File: src/design/brlb_pkg.sv
// ----------------------------------------------------------------------------
// brlb_pkg
// shared types and constants for the size-budgeted lru residency table
// ----------------------------------------------------------------------------
package brlb_pkg;

  localparam int ROW_W    = 24;  // rows in a block, row offset
  localparam int SIZE_W   = 24;  // block size in words
  localparam int GROW_W   = 29;  // global row number of an access
  localparam int WORD_W   = 30;  // words in use, budget, global row bounds
  localparam int STAMP_W  = 32;  // access clock and stamps
  localparam int BLK_W    = 5;   // block index field
  localparam int MASK_W   = 32;  // evicted mask field
  localparam int ALU_W    = 32;  // shared add/subtract unit width

  localparam int S_TDATA_W = 80;
  localparam int M_TDATA_W = 96;

  // slave tdata layout
  localparam int S_ROWS_LSB = 0;
  localparam int S_SIZE_LSB = S_ROWS_LSB + ROW_W;
  localparam int S_GROW_LSB = S_SIZE_LSB + SIZE_W;

  // master tdata layout
  localparam int M_BLK_LSB   = 0;
  localparam int M_OFF_LSB   = M_BLK_LSB + BLK_W;
  localparam int M_WAS_BIT   = M_OFF_LSB + ROW_W;
  localparam int M_MASK_LSB  = M_WAS_BIT + 1;
  localparam int M_WORDS_LSB = M_MASK_LSB + MASK_W;
  localparam int M_PAD_W     = M_TDATA_W - (M_WORDS_LSB + WORD_W);

  localparam logic [WORD_W-1:0] BUDGET_RESET = WORD_W'(1048576);
  localparam logic [WORD_W-1:0] WORD_MAX     = '1;

  localparam logic OP_DEFINE = 1'b0;
  localparam logic OP_ACCESS = 1'b1;

  typedef enum logic [1:0] {
    ST_OK     = 2'd0,
    ST_RANGE  = 2'd1,
    ST_FULL   = 2'd2,
    ST_BUDGET = 2'd3
  } status_t;

  // request to the shared add/subtract unit
  typedef struct packed {
    logic             sub;
    logic [ALU_W-1:0] a;
    logic [ALU_W-1:0] b;
  } alu_req_t;

  // carry out is the inverted borrow when subtracting
  typedef struct packed {
    logic             carry;
    logic [ALU_W-1:0] sum;
  } alu_rsp_t;

endpackage

File: src/design/brlb_alu.sv
// ----------------------------------------------------------------------------
// brlb_alu
// shared add/subtract unit used for row lookup, lru compare and word accounting
// ----------------------------------------------------------------------------
module brlb_alu import brlb_pkg::*; (
  input  alu_req_t req,
  output alu_rsp_t rsp
);

  logic [ALU_W-1:0] b_op;
  logic [ALU_W:0]   total;

  // a - b as a + ~b + 1
  assign b_op  = req.sub ? ~req.b : req.b;
  assign total = {1'b0, req.a} + {1'b0, b_op} + {{ALU_W{1'b0}}, req.sub};

  assign rsp.carry = total[ALU_W];
  assign rsp.sum   = total[ALU_W-1:0];

endmodule

File: config.mk
export PLATFORM = sky130hd
export DESIGN_NAME = brlb_alu
export DESIGN_NICKNAME = d
export VERILOG_FILES = /design/src/design/brlb_pkg.sv /design/src/design/brlb_alu.sv
export SDC_FILE = /design/constraint.sdc
export NUM_CORES = 1
export LEC_CHECK = 0
export BUFFER_PORTS_ARGS = -buffer_cell sky130_fd_sc_hd__buf_4
export CORE_ASPECT_RATIO = 0.7
export CORE_UTILIZATION = 45
export DETAILED_ROUTE_END_ITERATION = 12
export GPL_ROUTABILITY_DRIVEN = 0
export PLACE_DENSITY_LB_ADDON = 0.25
export SLEW_MARGIN = 20
export SYNTH_ARGS = -nofsm -noshare
export SYNTH_HDL_FRONTEND = slang
export SYNTH_SLANG_ARGS = --single-unit
File: constraint.sdc
create_clock -name vclk -period 3.25
set_input_delay 0.1625 -clock vclk [all_inputs]
set_output_delay 0.1625 -clock vclk [all_outputs]
set_load 0.02 [all_outputs]
== Word-level counts from Yosys, hierarchy flattened ==
Index checks and enable logic that the tools add are counted.
Storage, ports and cells
  register bits after elaboration: 0
  output and inout port bits: 33
  logic and storage cells: 4
  input bits: 65
Operators by class
  add/subtract/negate cells: 2
  bitwise operators: 1
  multiplexer cells: 1
Operator list (count)
  adder 32 x 32 -> 33 bit: 1
  adder 33 x 1 -> 33 bit: 1
  2-to-1 mux 32 bit: 1
  NOT 32 bit: 1

== Depth between registers and ports, before layout ==
Gate-level depths: netlist of the first run.
  word-level depth: 4
  gate-level depth with buffers: 11
  depth with buffers taken out: 10

== Worst setup path after synthesis of the first run ==
Ideal clock, no wire load.
  path type: input -> output
  start point: in req[64] (netlist name)
  end point: out rsp[28] (netlist name)
  slack: -144 ps
  data required time: 3087 ps
  arrival time: 3231 ps
  cell stages on the path: 11
  cell sequence: buf_2 clkbuf_1 xor2_1 ha_1 a21o_1 a21o_1 a221o_1 a221o_1 a31o_2 nand4_1 nor4bb_1
RTL lines
  start: declaration: RTL line brlb_alu.sv:6  | input alu_req_t req,
  end: declaration: RTL line brlb_alu.sv:7  | output alu_rsp_t rsp

==> run_results.csv, run 1 <==
group,metric,value,unit
critical_path,crit_chain,"buf_4 > xor2_1 > ha_1 > a21o_1 > a21o_1 > a221o_1 > a221o_1 > a31o_2 > a2111oi_2 > nor4bb_2 > buf_4",
critical_path,worst_ep_required_time,3090,ps
timing,max_slew.worst_pin.slew,436,ps
clock_tree,cts_resized,0,
timing,setup_viol,0,
route,top_layer,"met4",
final_layout,nets,485,
timing,slew_viol_final,0,
global_route,gr-total-overflow,0,
placed_design,port_buffers,98,
route,met3_length,464,um
final_layout,finalNonFillerCells,438,
die,initial_core_util,47.8,%
power_and_ir_drop,powerDensity,367,nW/um^2
final_layout,antennaDiodeCount,0,
timing,hold_viol,0,
die,die-area,4960,um^2
power_and_ir_drop,cellInternalPower,484,uW
die,core,4400,um^2
route,drtPass1Iterations,5,
power_and_ir_drop,pwr-share-comb,100.0,%
global_route,grt_max_degree,17,
critical_path,crit_path_end_kind,"output port",
synthesis,syn_inst,286,
global_route,grt_pass1_wl,10100,um
critical_path,critical_path_class,"in2out",
final_layout,layout-drive-gt1-share,29.5,%
power_and_ir_drop,pwr-share-clk,0,%
placed_design,dp_hpwl,5390,um
route,dr_wl_met2,2580,um
global_route,track_usage,24.3,%
power_and_ir_drop,p_leak,1.52,nW
route,drt_wl_total,6330,um
min_path,min-delay-path-class,"in2out",
clock_tree,post_cts_buffers,0,
power_and_ir_drop,power_frac_seq,0,%
route,antenna_left,0,
timing,tns,0,ps
global_route,grt_pass1_vias,2219,
final_layout,seq_area,0,um^2
timing,finalCritPeriodShare,94.3,%
critical_path,critical-path-max-stage-delay,390,ps
synthesis,syn_area_per_cell,7.36,um^2
route,drtIter0Drc,145,
route,wl_per_cell,14.4,um
synthesis,synth_area,2110,um^2
die,io_pins,98,
route,viasPerCell,5.80,
power_and_ir_drop,p_sw,599,uW
final_layout,fillers,416,
die,rows,20,
synthesis,synth_nets,386,
global_route,antenna_found_initial,0,
critical_path,critPathTopFamily,"compound AO/OA/AOI/OAI gates",
route,drc,0,
power_and_ir_drop,irDropWorstVdd,0.000192,V
outcome,outcome,"completed",
die,die_y,59.2,um
placed_design,dp_cells,438,
timing,layout_min_cycle_time,3060,ps
critical_path,critPathMaxFanout,16,
synthesis,ys_warn_count,0,
timing,rsz0062_at_grt,"true",
route,wl_met1,3240,um
final_layout,clock_buffers,0,
critical_path,crit_path_top_delay_cell,"a2111oi_2",
run,drv_cap,0,
clock_tree,holdBufCountCts,0,
timing,max_freq,326,MHz
die,die_x,83.8,um
timing,fin_hold_ws,619,ps
final_layout,seq_cells,0,
placed_design,post_dp_cell_area,2940,um^2
critical_path,path_buf_inv,2,
synthesis,seq_area_frac_synth,0,%
synthesis,synth_cell_type_count,46,
critical_path,cp.arrival,2900,ps
timing,max_slew_margin,70.9,%
route,route.vias.total,2540,
power_and_ir_drop,sw_frac_of_total,55.3,%
final_layout,stdcell_area,2950,um^2
critical_path,start_kind,"input port",
final_layout,area_delta_synth_final,40.1,%
synth_stat cells (all sizes together), types with 2 or more instances:
cell type / n / area (um^2)
xor2: 41 / 359
ha: 34 / 425
a21oi: 31 / 155
nand2: 19 / 71.3
xnor2: 17 / 149
a21o: 16 / 120
nand3: 12 / 60.1
nor2: 10 / 37.5
inv: 9 / 33.8
o21ai: 9 / 48.8
and3: 6 / 37.5
clkbuf: 6 / 22.5
o21bai: 6 / 45.0
nor2b: 5 / 31.3
o211ai: 5 / 37.5
o21a: 5 / 37.5
a211oi: 4 / 30.0
and2: 4 / 25.0
o31ai: 4 / 30.0
a211o: 3 / 26.3
a221o: 3 / 30.0
nand4: 3 / 18.8
nor3: 3 / 15.0
o22ai: 3 / 18.8
a21boi: 2 / 15.0
a31oi: 2 / 12.5
buf: 2 / 10.0
mux2i: 2 / 20.0
nand2b: 2 / 12.5
o221ai: 2 / 17.5
or3: 2 / 12.5
through the flow:
| step | power [mW] | setup slack (ps) | utilization (%) |
|---|---|---|---|
| 2_1_floorplan | 0.680 | 32.3 | - |
| 3_3_place_gp | 1.05 | 163 | 66.7 |
| 3_5_place_dp | 1.06 | 80.3 | 66.7 |
| 4_1_cts | 1.07 | 60.8 | 66.7 |
| 5_1_grt | 1.17 | -19.6 | 67.0 |
| 6_report | 1.08 | 186 | 67.0 |
kinds of logic (layout without fill, tap and decap cells):
logic type	Yosys count	after routing	share of synthesized area, %
compound gates	102	102	32.9
simple gates	72	72	17.7
xor+xnor	58	58	24.1
fa+ha+maj	35	35	21.2
buf+inv	17	114	3.15
mux	2	2	0.951
routing by layer:
layer  GRT usage, %  vias to the layer above
met4           1.45                        0
li1               -                     1264
met5              0                        -
met3           1.53                        6
met1           37.9                     1150
met2           38.1                      120
final timing paths:
kind / startpoint / endpoint / slack (ps) / depth (start not counted)
worst min-delay path: req[32] / rsp[0] / 620 / 3
worst max-delay path: req[64] / rsp[28] / 190 / 11
final cells by class:
| class | count | area (um^2) | share of cell area (%) |
|---|---|---|---|
| repair buffers | 105 | 788 | 26.7 |
| well taps | 55 | 68.8 | 2.33 |
| multi-input cells | 269 | 2060 | 69.8 |
| inverters | 9 | 33.8 | 1.15 |
power by group through the flow:
stage               Sequential, mW  Combinational [mW]  Clock (mW)
finish                           0                1.08           0
global route                     0                1.17           0
CTS                              0                1.07           0
detailed placement               0                1.06           0
global placement                 0                1.05           0
floorplan                        0               0.680           0
cell usage in the layout (no fill, tap or decap), types with 2 or more instances in the layout:
master,count
nor2_1,10
nand3_1,12
a221o_1,3
nor3_1,3
a211o_1,3
a21o_1,16
a211oi_1,4
buf_4,105
and3_1,6
ha_1,34
o22ai_1,3
o211ai_1,5
xnor2_1,17
a31oi_1,2
xor2_1,41
or3_1,2
o21bai_1,6
a21oi_1,29
o21ai_0,8
mux2i_1,2
and2_1,4
o31ai_1,4
a21boi_0,2
a21oi_2,2
o221ai_1,2
nand4_1,3
o21a_1,5
inv_1,9
nor2b_1,5
nand2b_1,2
nand2_1,19
(Power assumes the default switching activity.)
==> inputs of run 2 (changes only) <==
Settings changed: ABC_CLOCK_PERIOD_IN_PS set to 3250, CORE_UTILIZATION 45 to 30.
==> run 2 against run 1 <==
Effect of this change:
- die area up 48%
- routed wire length up 7.1%
- maximum frequency down 0.34%
- power up 1.6%
- via count down 1.4%
- worst hold slack better by 3.6 ps
- count of clock-buffer cells in the layout unchanged
- flip-flop and latch count unchanged
- sequential share of layout area unchanged
- critical path depth up 1
- critical path type unchanged
- largest power group unchanged
==> run_results.csv, run 2 (same netlist as run 1, synthesis figures left out) <==
group,metric,value,unit
min_path,min-delay-path-class,"in2out",
route,drt_wl_total,6780,um
global_route,grt_pass1_vias,2322,
placed_design,dp_hpwl,5830,um
final_layout,final_cell_mix,"buf_4, xor2_1, ha_1",
critical_path,cp.arrival,2910,ps
timing,setup_viol,0,
die,rows,25,
critical_path,path_common_cell,"buf_4",
route,drtIter0Drc,124,
final_layout,seq_cells,0,
timing,rsz0062_at_grt,"false",
min_path,whs_path_depth,3,
die,io_pins,98,
final_layout,clock_buffers,0,
final_layout,multi_input_area,2060,um^2
critical_path,start_kind,"input port",
global_route,track_usage,17.5,%
final_layout,finalNonFillerCells,484,
run,drv_cap,0,
final_layout,stdcell_area,3050,um^2
final_layout,fillers,727,
power_and_ir_drop,p_leak,1.55,nW
timing,fin_hold_ws,622,ps
min_path,worstHoldStart,"req[32]",
critical_path,crit_chain,"buf_4 > buf_4 > mux2i_1 > fa_1 > nor2b_1 > o21bai_1 > a31oi_1 > o211a_1 > a31o_2 > a2111oi_2 > nor4bb_2 > buf_4",
route,viasPerCell,5.18,
die,die_x,102,um
final_layout,seq_area,0,um^2
outcome,outcome,"completed",
global_route,gr-total-overflow,0,
critical_path,critPathMaxFanout,14,
critical_path,critical_path_class,"in2out",
route,drtPass1Iterations,5,
placed_design,port_buffers,98,
global_route,antenna_found_initial,0,
route,antenna_left,0,
power_and_ir_drop,powerDensity,361,nW/um^2
global_route,grt_pass1_wl,10600,um
die,initial_core_util,31.2,%
final_layout,layout_commonest_cell,"buf_4",
route,route.vias.total,2505,
timing,finalCritPeriodShare,94.6,%
die,core,6760,um^2
critical_path,crit_path_top_delay_cell,"fa_1",
route,drc,0,
timing,hold_viol,0,
timing,max_freq,325,MHz
die,die-area,7360,um^2
power_and_ir_drop,irDropWorstVdd,0.000109,V
critical_path,crit_path_end_kind,"output port",
final_layout,antennaDiodeCount,0,
die,die_y,72.1,um
global_route,grt_max_degree,15,
critical_path,worst_ep_required_time,3090,ps
timing,max_slew.worst_pin.slew,554,ps
placed_design,dp_cells,484,
timing,slew_viol_final,0,
power_and_ir_drop,p_total,1.10,mW
final_layout,layout-drive-gt1-share,30.5,%
timing,max_slew_margin,63.0,%
route,wl_per_cell,14.0,um
min_path,whs_endpoint,"rsp[0]",
critical_path,critical-path-max-stage-delay,430,ps
placed_design,post_dp_cell_area,3040,um^2
timing,tns,0,ps
timing,layout_min_cycle_time,3070,ps
final_layout,nets,492,
final_layout,area_delta_synth_final,44.9,%
run 2: cell count changes in the layout (fill, tap and decap cells not counted), sizes merged:
cell / before / now
buf: 105 / 112
run 2: per-layer routing:
| metal | GRT usage, % | share of wire (%) |
|---|---|---|
| met1 | 28.0 | 54 |
| met2 | 26.8 | 39 |
| met3 | 0.578 | 6.3 |
| met4 | 0.952 | 0.34 |
| met5 | 0 | 0 |
run 2: metrics by stage:
stage / worst slack [ps] / util, %
2_1_floorplan: 32.3 / -
3_3_place_gp: 131 / 45.0
3_5_place_dp: 44.1 / 45.0
4_1_cts: 27.2 / 45.0
5_1_grt: 13.3 / 45.1
6_report: 176 / 45.1
run 2: final cells by class:
class,count,share of cell area (%)
inverter,9,1.11
multi-input combinational,269,67.5
tap,94,3.86
timing repair buffer,112,27.6
run 2: worst max-delay path by stage:
stage	slack, ps	from	to
finish	180	req[64]	rsp[28]
global route	10	req[64]	rsp[29]
CTS	30	req[64]	rsp[28]
detailed placement	40	req[64]	rsp[28]
global placement	130	req[64]	rsp[28]
floorplan	30	req[64]	rsp[28]
run 2: critical path, delay by kind of cell:
| family | cells | cell delay (ps) |
|---|---|---|
| fa+ha+maj | 1 | 430 |
| buf+inv | 3 | 670 |
| mux | 1 | 140 |
| simple gates | 2 | 470 |
| compound gates | 5 | 1030 |
run 2: timing repair:
| item | in CTS | in global routing |
|---|---|---|
| endpoints found under the hold margin | 0 | 0 |
| hold buffers | 0 | 0 |
| buffers inserted | 0 | 0 |
| setup endpoints to repair | 0 | 3 |
| resized for setup | 0 | 3 |
run 2: power by group:
| group | switching [mW] | total (mW) | internal (mW) |
|---|---|---|---|
| clock | 0 | 0 | 0 |
| sequential | 0 | 0 | 0 |
| combinational | 0.605 | 1.10 | 0.496 |
